==> config.mk <==
export PLATFORM = sky130hd
export DESIGN_NAME = plins_ctrl
export DESIGN_NICKNAME = d
export VERILOG_FILES = /design/src/rtl/plins_pkg.sv /design/src/rtl/plins_ctrl.sv
export SDC_FILE = /design/constraint.sdc
export NUM_CORES = 1
export LEC_CHECK = 0
export ABC_AREA = 1
export BUFFER_PORTS_ARGS = -buffer_cell sky130_fd_sc_hd__buf_2
export CAP_MARGIN = 30
export CORE_ASPECT_RATIO = 1.1
export CORE_MARGIN = 5
export CORE_UTILIZATION = 29
export DETAILED_ROUTE_END_ITERATION = 16
export GPL_TIMING_DRIVEN = 0
export HOLD_SLACK_MARGIN = 0.1
export PLACE_DENSITY = 0.63
export SLEW_MARGIN = 15
export SYNTH_ARGS = -nofsm -noshare
export SYNTH_HDL_FRONTEND = slang
export SYNTH_SLANG_ARGS = --single-unit
==> constraint.sdc <==
create_clock -name clk -period 3.4 [get_ports clk]
set_input_delay 0.68 -clock clk [delete_from_list [all_inputs] [get_ports clk]]
set_output_delay 0.68 -clock clk [all_outputs]
set_load 0.01 [all_outputs]
==> src/rtl/plins_pkg.sv <==
// ---------------------------------------------------------------------------
// plins_pkg: shared types and constants
// Key and handle widths, operation codes and controller states.
// ---------------------------------------------------------------------------
package plins_pkg;

  localparam int KEY_BITS    = 16;
  localparam int HANDLE_BITS = 16;
  localparam int CNT_BITS    = 17;
  localparam int NODE_BITS   = KEY_BITS + 1;
  localparam int NUM_KEYS    = 1 << KEY_BITS;
  localparam int NUM_NODES   = 1 << NODE_BITS;

  localparam logic [2:0] OP_INSERT  = 3'd0;
  localparam logic [2:0] OP_REPLACE = 3'd1;
  localparam logic [2:0] OP_REMOVE  = 3'd2;
  localparam logic [2:0] OP_GET     = 3'd3;
  localparam logic [2:0] OP_BELOW   = 3'd4;
  localparam logic [2:0] OP_ABOVE   = 3'd5;

  typedef enum logic [3:0] {
    ST_CLEAR,
    ST_IDLE,
    ST_HREAD,
    ST_HDEC,
    ST_UPD_RD,
    ST_UPD_WR,
    ST_SCAN_RD,
    ST_SCAN_CHK,
    ST_DESC_RD,
    ST_DESC_CHK,
    ST_LEAF_RD,
    ST_LEAF_WAIT,
    ST_DONE
  } state_t;

  typedef struct packed {
    logic clr_step;
    logic load;
    logic hrd;
    logic hwr;
    logic crd;
    logic cwr;
    logic up;
    logic climb;
    logic go_sib;
    logic go_child;
    logic set_res;
    logic clr_res;
    logic lrd;
    logic res_from_leaf;
  } ctl_t;

  typedef struct packed {
    logic clr_done;
    logic occ;
    logic new_zero;
    logic [2:0] op;
    logic at_root;
    logic sib_hit;
    logic at_leaf;
    logic cnt_nz;
    logic res_nz;
  } sts_t;

endpackage

==> src/rtl/plins_ctrl.sv <==
// ---------------------------------------------------------------------------
// plins_ctrl: operation sequencer
// Clears the stores after reset, then steps each operation through the tree.
// ---------------------------------------------------------------------------
module plins_ctrl (
  input  logic            clk,
  input  logic            rst_n,
  input  logic            in_valid,
  output logic            in_ready,
  output logic            out_valid,
  input  logic            out_ready,
  input  plins_pkg::sts_t sts,
  output plins_pkg::ctl_t ctl
);
  plins_pkg::state_t st_r, st_nxt;

  always_ff @(posedge clk) begin
    if (!rst_n) begin
      st_r <= plins_pkg::ST_CLEAR;
    end else begin
      st_r <= st_nxt;
    end
  end

  // Next state.
  always_comb begin
    st_nxt = st_r;
    case (st_r)
      plins_pkg::ST_CLEAR:  if (sts.clr_done) st_nxt = plins_pkg::ST_IDLE;
      plins_pkg::ST_IDLE:   if (in_valid) st_nxt = plins_pkg::ST_HREAD;
      plins_pkg::ST_HREAD:  st_nxt = plins_pkg::ST_HDEC;
      plins_pkg::ST_HDEC: begin
        case (sts.op)
          plins_pkg::OP_INSERT, plins_pkg::OP_REPLACE, plins_pkg::OP_REMOVE: begin
            if ((sts.op == plins_pkg::OP_REPLACE && !sts.occ) ||
                (sts.op == plins_pkg::OP_REMOVE && !sts.occ) ||
                (sts.occ == !sts.new_zero && sts.op != plins_pkg::OP_REMOVE))
              st_nxt = plins_pkg::ST_DONE;
            else
              st_nxt = plins_pkg::ST_UPD_RD;
          end
          plins_pkg::OP_BELOW, plins_pkg::OP_ABOVE:
            st_nxt = sts.occ ? plins_pkg::ST_DONE : plins_pkg::ST_SCAN_CHK;
          default: st_nxt = plins_pkg::ST_DONE;
        endcase
      end
      plins_pkg::ST_UPD_RD: st_nxt = plins_pkg::ST_UPD_WR;
      plins_pkg::ST_UPD_WR: st_nxt = sts.at_root ? plins_pkg::ST_DONE : plins_pkg::ST_UPD_RD;
      plins_pkg::ST_SCAN_CHK: begin
        if (sts.at_root) st_nxt = plins_pkg::ST_DONE;
        else if (sts.sib_hit) st_nxt = plins_pkg::ST_SCAN_RD;
      end
      plins_pkg::ST_SCAN_RD:
        st_nxt = sts.cnt_nz ? (sts.at_leaf ? plins_pkg::ST_LEAF_RD : plins_pkg::ST_DESC_RD)
                            : plins_pkg::ST_SCAN_CHK;
      plins_pkg::ST_DESC_RD:   st_nxt = plins_pkg::ST_DESC_CHK;
      plins_pkg::ST_DESC_CHK:
        st_nxt = sts.at_leaf ? plins_pkg::ST_LEAF_RD : plins_pkg::ST_DESC_RD;
      plins_pkg::ST_LEAF_RD:   st_nxt = plins_pkg::ST_LEAF_WAIT;
      plins_pkg::ST_LEAF_WAIT: st_nxt = plins_pkg::ST_DONE;
      plins_pkg::ST_DONE:      if (out_ready) st_nxt = plins_pkg::ST_IDLE;
      default:                 st_nxt = plins_pkg::ST_IDLE;
    endcase
  end

  // Outputs.
  always_comb begin
    ctl       = '0;
    in_ready  = 1'b0;
    out_valid = 1'b0;
    case (st_r)
      plins_pkg::ST_CLEAR: begin
        ctl.clr_step = 1'b1;
        ctl.cwr      = 1'b1;
        ctl.hwr      = 1'b1;
      end
      plins_pkg::ST_IDLE: begin
        in_ready    = 1'b1;
        ctl.load    = in_valid;
        ctl.clr_res = 1'b1;
      end
      plins_pkg::ST_HREAD: ctl.hrd = 1'b1;
      plins_pkg::ST_HDEC: begin
        if (sts.op == plins_pkg::OP_GET ||
            ((sts.op == plins_pkg::OP_BELOW || sts.op == plins_pkg::OP_ABOVE) && sts.occ))
          ctl.set_res = 1'b1;
        if ((sts.op == plins_pkg::OP_INSERT) ||
            (sts.op == plins_pkg::OP_REPLACE && sts.occ) ||
            (sts.op == plins_pkg::OP_REMOVE && sts.occ))
          ctl.hwr = 1'b1;
      end
      plins_pkg::ST_UPD_RD: ctl.crd = 1'b1;
      plins_pkg::ST_UPD_WR: begin
        ctl.cwr   = 1'b1;
        ctl.up    = (sts.op == plins_pkg::OP_INSERT) && !sts.new_zero;
        ctl.climb = 1'b1;
      end
      plins_pkg::ST_SCAN_CHK: begin
        if (!sts.at_root) begin
          if (sts.sib_hit) begin
            ctl.go_sib = 1'b1;
            ctl.crd    = 1'b1;
          end else ctl.climb = 1'b1;
        end
      end
      plins_pkg::ST_SCAN_RD: begin
        // Empty sibling: move up to the parent it shares with our node.
        if (!sts.cnt_nz) ctl.climb = 1'b1;
      end
      plins_pkg::ST_DESC_RD: begin
        ctl.go_child = 1'b1;
        ctl.crd      = 1'b1;
      end
      plins_pkg::ST_DESC_CHK: begin
        if (!sts.cnt_nz) ctl.go_sib = 1'b1;
      end
      plins_pkg::ST_LEAF_RD:   ctl.lrd = 1'b1;
      plins_pkg::ST_LEAF_WAIT: ctl.res_from_leaf = 1'b1;
      plins_pkg::ST_DONE:      out_valid = 1'b1;
      default: ;
    endcase
  end
endmodule

==> flow_metrics.tcl, run 1 <==
set metrics [dict create \
    ys_seq_area_share_pct 13.2 \
    status "completed" \
    layout_min_cycle_time_ps 2280 \
    ant_nets 0 \
    ir_drop_v 0.000157 \
    fmaxAchievable_mhz 438 \
    core_area_mm2 0.00200 \
    synth_top_cell_by_area "nand2_1" \
    worstSetupPathType "register to output pin" \
    drc_errors 0 \
    cellLeakagePower_nw 0.500 \
    yosys_warnings 0 \
    final_cell_mix "nand2_1 (29), buf_2 (29), inv_1 (25), nor2_1 (20), nand3_1 (14)" \
    synthMuxAreaShare_pct 0 \
    hpwl_um 1430 \
    antenna_found_initial 0 \
    cts_hold_buf 0 \
    clockRootBuffer "clkbuf_4" \
    clkSinkCount 4 \
    synthToLayoutAreaGrowth_pct 33.5 \
    power_density_mw_per_mm2 211 \
    synth_compound_area_share_pct 9.30 \
    drt-pass1-iter-count 4 \
    finalCritPeriodShare_pct 67.2 \
    largest_reg_flops 4 \
    hp-class "register to register" \
    total_power_w 0.000171 \
    required_ps 2720 \
    synth-seq-cells 4 \
    slew_headroom_pct 79.7 \
    yosys.area_share.xor_xnor_pct 0 \
    synth_area_um2 606 \
    ctsResizeCount 0 \
    grt_pass1_vias 711 \
    viasPerCell 4.43 \
    worstMarginPinSlew_ps 304 \
    num_vias 770 \
    die_area_mm2 0.00310 \
    ioPinCount 31 \
    h-tree-depth 1 \
    multi_input_area_um2 413 \
    fill_cells 238 \
    synth.net_count 134 \
    grt_max_degree 10 \
    synth_cells 114 \
    finalSetupTns_ps 0 \
    syn_area_per_cell_um2 5.31 \
    rrSetupSlack_ps 1860 \
    arrival_ps 1600 \
    cp-end-kind "output pin" \
    finalWirelength_um 1610 \
    row_count 17 \
    crit_path_start_kind "register" \
    grt_first_pass_wirelength_um 2620 \
    gr-total-overflow 0 \
    synth_simple_gate_area_share_pct 48.6 \
    num-nets-final 168 \
    portBuffers 29 \
    die_width_um 53.6 \
    fin_util_pct 40.4 \
    netlist.area_leader.share_pct 18.0 \
    cts_buffers 3 \
    hold_violations 0 \
    insertedDiodeCount 0 \
    fin_worst_skew_ps 4.36 \
    cts_tree "built" \
    largest_register "st_r" \
    cp_max_fo 6 \
    rsz0062_at_grt "no" \
    drt-wirelength-per-cell_um 9.28 \
    largest_registers "st_r: 4 flops" \
    first_iter_violations 10 \
    insertion_delay_ps 230 \
    ys_types 15 \
    post_cts_buffers 0 \
    setup-violations-final 0 \
    gp_congestion 0.842 \
    die_h_um 57.9 \
    start_util_pct 30.3 \
    cts_buffer_depth 2 \
    cap_viol_max_count 0 \
    synth_area_leaders "nand2_1 (18%), inv_1 (15%), dfxtp_1 (13%)" \
    layout-drive-gt1-share_pct 24.7 \
    hold_ws_ps 518 \
    maxSlewViolCount 0 \
    clk_pin_slew_ps 30 \
    synth_top_family_by_area "simple AND/OR/NAND/NOR gates" \
    grt_usage_pct 10.8 \
    register_area_um2 80.1 \
    synth_fa_ha_area_share_pct 10.3 \
]
[cell families after synthesis]
| family | Yosys count |
|---|---|
| simple gates | 67 |
| buf+inv | 27 |
| compound gates | 11 |
| fa+ha+maj | 5 |
| flops | 4 |
[metrics by stage]
stage               cell area, um2  cells  setup WS (ps)
finish                         808    174           1120
global route                   808    174            921
CTS                            808    174           1100
detailed placement             786    171           1280
global placement               786    171           1290
floorplan                      606    114           1450
[report_power, final]
part / switching, W / internal, W / total (W)
Clock: 0.0000169 / 0.0000393 / 0.0000562
Sequential: 0.00000122 / 0.0000490 / 0.0000502
Combinational: 0.0000378 / 0.0000264 / 0.0000642
Total: 0.0000559 / 0.000115 / 0.000171
[final cells by class]
class | count | share of cell area (%)
sequential | 4 | 9.91
inverter | 25 | 11.6
timing repair buffer | 29 | 18.0
tap | 28 | 4.33
buffer | 2 | 2.32
clock buffer | 3 | 2.79
multi-input combinational | 83 | 51.1
[cell usage after synthesis]
| cell | instances |
|---|---|
| and3_1 | 1 |
| inv_1 | 25 |
| nand3_4 | 1 |
| nor3_2 | 1 |
| nand3_1 | 14 |
| buf_4 | 1 |
| o22ai_1 | 1 |
| nand4_1 | 1 |
| a21oi_1 | 8 |
| buf_6 | 1 |
| o21ai_0 | 2 |
| dfxtp_1 | 4 |
| nand2_1 | 29 |
| nor2_1 | 20 |
| ha_1 | 5 |
[worst max-delay path: stages, from the launching register on]
cell and delay (ps):
dfxtp_1 340, inv_1 90, ha_1 250, inv_1 60, nor2_1 200, nand2_1 120
o21ai_0 160, buf_2 150
[metal layers]
metal  vias up  global-route usage, %  wire (um)
met5         -                      0          0
met4         0                   2.92          0
met3         0                   3.08         85
met2        13                   19.4        829
met1       342                   12.2        699
li1        415                      -          -
[final timing paths]
kind / from / to / cells after the start
setup / recovery: st_r[3] / ctl[9] / 7
hold / removal: st_r[2] / st_r[2] / 2
setup reg to reg: st_r[2] / st_r[2] / 8
hold reg to reg: st_r[2] / st_r[2] / 2
No activity file was read; power rests on OpenSTA's default activity.
==> run 2: changes to the inputs <==
Settings changed: PLACE_DENSITY 0.63 to 0.65.
Clock period 3.4 ns to 2 ns, I/O delays scaled along.
==> flow_metrics.tcl, run 2 (synthesis gave the netlist of run 1 again) <==
set metrics [dict create \
    slew_headroom_pct 81.0 \
    die_width_um 53.6 \
    finalSetupTns_ps 0 \
    gr-total-overflow 0 \
    pre_cts_ws_ps 180 \
    ioPinCount 31 \
    critPathMaxStageDelay_ps 380 \
    layout_setup_ws_ps 146 \
    largest_register "st_r" \
    drt-wirelength-per-cell_um 9.52 \
    start_util_pct 30.3 \
    cp_slowest_cell "dfxtp_1" \
    arrival_ps 1450 \
    status "completed" \
    grt_usage_pct 11.5 \
    synthToLayoutAreaGrowth_pct 37.4 \
    cp-end-kind "output pin" \
    hold_violations 0 \
    gp_congestion 0.829 \
    post_cts_buffers 0 \
    num-nets-final 168 \
    largest_registers "st_r: 4 flops" \
    grt_pass1_vias 737 \
    die_area_mm2 0.00310 \
    core_area_mm2 0.00200 \
    drt-pass1-iter-count 4 \
    worstMarginPinSlew_ps 285 \
    crit_chain "inv_1 > ha_4 > o21ai_0 > o21ai_0 > buf_2" \
    h-tree-depth 1 \
    path_delay_family "flip-flops" \
    clockRootBuffer "clkbuf_4" \
    fmaxAchievable_mhz 539 \
    first_iter_violations 28 \
    ir_drop_v 0.000312 \
    fin_worst_skew_ps 3.72 \
    largest_reg_flops 4 \
    row_count 17 \
    cts_tree "built" \
    insertion_delay_ps 230 \
    layout-drive-gt1-share_pct 27.4 \
    rsz0062_at_grt "no" \
    fin_util_pct 41.6 \
    layout_min_cycle_time_ps 1850 \
    final_cell_mix "nand2_1 (29), buf_2 (29), inv_1 (25), nor2_1 (19), nand3_1 (14)" \
    finalWirelength_um 1660 \
    portBuffers 29 \
    cap_viol_max_count 0 \
    crit_path_start_kind "register" \
    hp-class "primary input to register" \
    grt_max_degree 10 \
    insertedDiodeCount 0 \
    ant_nets 0 \
    required_ps 1600 \
    cts_buffer_depth 2 \
    drc_errors 0 \
    cp_max_fo 6 \
    clkSinkCount 4 \
    power_density_mw_per_mm2 350 \
    grt_first_pass_wirelength_um 2770 \
    num_vias 786 \
    cellLeakagePower_nw 0.500 \
    hpwl_um 1460 \
    setup-violations-final 0 \
    maxSlewViolCount 0 \
    die_h_um 57.9 \
    cp_common_cell "o21ai_0" \
    finalCritPeriodShare_pct 92.7 \
    cts_buffers 3 \
    viasPerCell 4.52 \
    antenna_found_initial 0 \
    crit_buf_inv 2 \
    clk_pin_slew_ps 40 \
    worstSetupPathType "register to output pin" \
]
run 2: cell counts in the layout (fill, tap and decap cells not counted):
No cell type changed its count.
run 2: routing by layer:
| layer | share of wire (%) | global-route usage [%] |
|---|---|---|
| met1 | 39 | 12.7 |
| met2 | 54 | 20.3 |
| met3 | 4.5 | 2.06 |
| met4 | 2.2 | 6.20 |
| met5 | 0 | 0 |
run 2: path summary, 6_finish.rpt:
check / from / to / slack [ps] / cells past startpoint
hold reg to reg: st_r[2] / st_r[2] / 510 / 2
setup / recovery: st_r[3] / ctl[9] / 150 / 5
setup reg to reg: st_r[3] / st_r[2] / 480 / 8
hold / removal: rst_n / st_r[0] / 410 / 3
run 2: worst register-to-register path, delay by kind of cell (launching register included):
kind / cells / cell delay, ps
AO/OA/AOI/OAI: 1 / 120
AND/OR/NAND/NOR: 4 / 540
buffers and inverters: 2 / 220
flip-flops: 1 / 340
adder cells (fa/ha/maj): 1 / 230
run 2: metrics by stage:
stage / hold slack, ps / power (W) / instances / instance area [um2]
4_1_cts: 400 / 0.000298 / 174 / 813
3_3_place_gp: 503 / 0.000195 / 171 / 786
5_1_grt: 420 / 0.000319 / 174 / 832
6_report: 409 / 0.000291 / 174 / 832
2_1_floorplan: 477 / 0.000156 / 114 / 606
3_5_place_dp: 511 / 0.000197 / 171 / 786
run 2: area by class of cell:
class,count,area [um2]
buffer,2,18.8
clock buffer,3,22.5
fill,221,1170
inverter,25,93.8
multi-input combinational,83,435
sequential,4,81.3
tap,28,35.0
timing repair buffer,29,145
run 2: power by group:
part           internal [W]  switching [W]  leakage [nW]  total [W]
registers         0.0000833     0.00000203        0.0331  0.0000853
clock network     0.0000668      0.0000289        0.0138  0.0000957
logic             0.0000450      0.0000655         0.453   0.000110
run 2: timing repair:
action / 4_1_cts / 5_1_grt
hold buffers: 0 / 0
gates resized for setup: 2 / 4
endpoints found under the setup margin: 2 / 2
cloned: 0 / 0
==> run 3: changes to the inputs <==
Settings changed: CORE_UTILIZATION 29 to 35, PLACE_DENSITY 0.65 to 0.75.
==> flow_metrics.tcl, run 3 (synthesis gave the netlist of run 1 again) <==
set metrics [dict create \
    cts_tree "built" \
    rsz0062_at_grt "no" \
    p_sw_share_pct 32.9 \
    largest_reg_flops 4 \
    insertedDiodeCount 0 \
    die_area_mm2 0.00266 \
    crit_chain "inv_1 > ha_4 > inv_1 > nor2_2 > nand2_1 > o21ai_0 > buf_2" \
    finalWirelength_um 1550 \
    clockRootBuffer "clkbuf_4" \
    worstMarginPinSlew_ps 299 \
    h-tree-depth 1 \
    synthToLayoutAreaGrowth_pct 34.1 \
    cp_slowest_cell "dfxtp_1" \
    cap_viol_max_count 0 \
    multi_input_area_um2 430 \
    drc_errors 0 \
    design_area_um2 812 \
    placed_cells 160 \
    finalCritPeriodShare_pct 94.5 \
    p_sw_w 0.0000955 \
    fmaxAchievable_mhz 529 \
    ff2ff_path_depth 8 \
    clkSinkCount 4 \
    largest_register "st_r" \
    final_cells 163 \
    fin_worst_skew_ps 3.80 \
    cellLeakagePower_nw 0.499 \
    r2r_start "st_r[2]" \
    clkPwrFrac_pct 33.0 \
    comb_power_share_pct 37.6 \
    row_count 15 \
    use_met1_pct 13.8 \
    critPathMaxStageDelay_ps 340 \
    grtUsageMet2_pct 21.4 \
    grt_pass1_vias 693 \
    cp.depth 7 \
    path_delay_family "flip-flops" \
    portBuffers 29 \
    die_h_um 53.6 \
    antenna_found_initial 0 \
    register_area_um2 80.1 \
    num_vias 759 \
    fin_util_pct 50.3 \
    layout-drive-gt1-share_pct 26.7 \
    crit_path_end "ctl[9]" \
    ant_nets 0 \
    seq_power_share_pct 29.4 \
    cts_buffer_depth 2 \
    die_width_um 49.7 \
    largest_registers "st_r: 4 flops" \
    cp-end-kind "output pin" \
    slew_headroom_pct 80.0 \
    timing.rr.end "st_r[3]" \
    grt_max_degree 10 \
    num-nets-final 168 \
    maxSlewViolCount 0 \
    finalSetupTns_ps 0 \
    first_iter_violations 21 \
    crit_path_start_kind "register" \
    post_cts_buffers 0 \
    grt_first_pass_wirelength_um 2590 \
    internal_power_w 0.000195 \
    drt-pass1-iter-count 4 \
    gp_congestion 0.841 \
    cp_max_fo 6 \
    cts_buffers 3 \
    core_area_mm2 0.00161 \
    power_density_mw_per_mm2 358 \
    hold_violations 0 \
    arrival_ps 1490 \
    ir_drop_v 0.000323 \
    fill_cells 160 \
    hp-class "primary input to register" \
    worstSetupPathType "register to output pin" \
    viasPerCell 4.66 \
    startpoint "st_r[3]" \
    use_met3_pct 3.88 \
    clk_pin_slew_ps 40 \
    grt_usage_pct 11.9 \
    required_ps 1600 \
    crit_buf_inv 3 \
    placed_area_um2 772 \
    cts_hold_buf 0 \
    cp_common_cell "inv_1" \
    final_cell_mix "nand2_1 (29), buf_2 (29), inv_1 (25), nor2_1 (19), nand3_1 (14)" \
    drt-wirelength-per-cell_um 9.48 \
    grt_busiest_layer "met2" \
    hold_ws_ps 419 \
    gr-total-overflow 0 \
    hpwl_um 1330 \
    insertion_delay_ps 230 \
    status "completed" \
    start_util_pct 37.5 \
    setup-violations-final 0 \
    ioPinCount 31 \
    rrSetupSlack_ps 470 \
    layout_min_cycle_time_ps 1890 \
]
-- run 3: cell count changes in the layout (fill, tap and decap cells not counted) --
cell	change
dfxtp_1	+1
dfxtp_2	-1
nor2_2	+1
nor2_4	-1
o21ai_0	-1
o21ai_1	+1
-- run 3: what timing repair did --
item	CTS	global route
setup endpoints to repair	1	3
cloned	0	0
resized for setup	1	4
-- run 3: routing by layer --
| metal | wire (um) | vias to the layer above |
|---|---|---|
| li1 | - | 416 |
| met5 | 0 | - |
| met4 | 0 | 0 |
| met2 | 765 | 29 |
| met3 | 105 | 0 |
| met1 | 674 | 314 |
-- run 3: power groups by stage --
stage	logic [W]	clock network, W	registers (W)
floorplan	0.0000702	0	0.0000860
global placement	0.000108	0	0.0000863
detailed placement	0.000109	0	0.0000865
CTS	0.000110	0.000100	0.0000853
global route	0.000124	0.000107	0.0000856
finish	0.000109	0.0000959	0.0000854
-- run 3: worst min-delay path by stage --
stage,slack (ps),cells past startpoint,endpoint,startpoint
final,420,3,st_r[0],rst_n
after global routing,430,3,st_r[0],rst_n
after CTS,420,3,st_r[0],rst_n
after detailed placement,500,2,st_r[2],st_r[2]
after global placement,500,2,st_r[2],st_r[2]
after floorplan,480,2,st_r[2],st_r[2]
-- run 3: worst register-to-register path, cell delays in order (launching register included) --
cell and delay, ps:
dfxtp_1 350, inv_1 130, ha_2 240, inv_1 90, nor2_1 110, nor2_1 60, nor3_2 270, nand2_1 90
a21oi_1 120
-- run 3: layout make-up --
type / instances / area share, %
Clock buffer: 3 / 2.77
Sequential cell: 4 / 9.86
Buffer: 2 / 2.31
Inverter: 25 / 11.6
Multi-Input combinational cell: 83 / 53.0
Timing Repair Buffer: 29 / 17.9
Tap cell: 17 / 2.62
-- run 3: metrics by stage --
stage / setup WS [ps] / power, W
2_1_floorplan: 354 / 0.000156
3_3_place_gp: 276 / 0.000194
3_5_place_dp: 201 / 0.000195
4_1_cts: 33.0 / 0.000295
5_1_grt: 9.98 / 0.000317
6_report: 109 / 0.000291
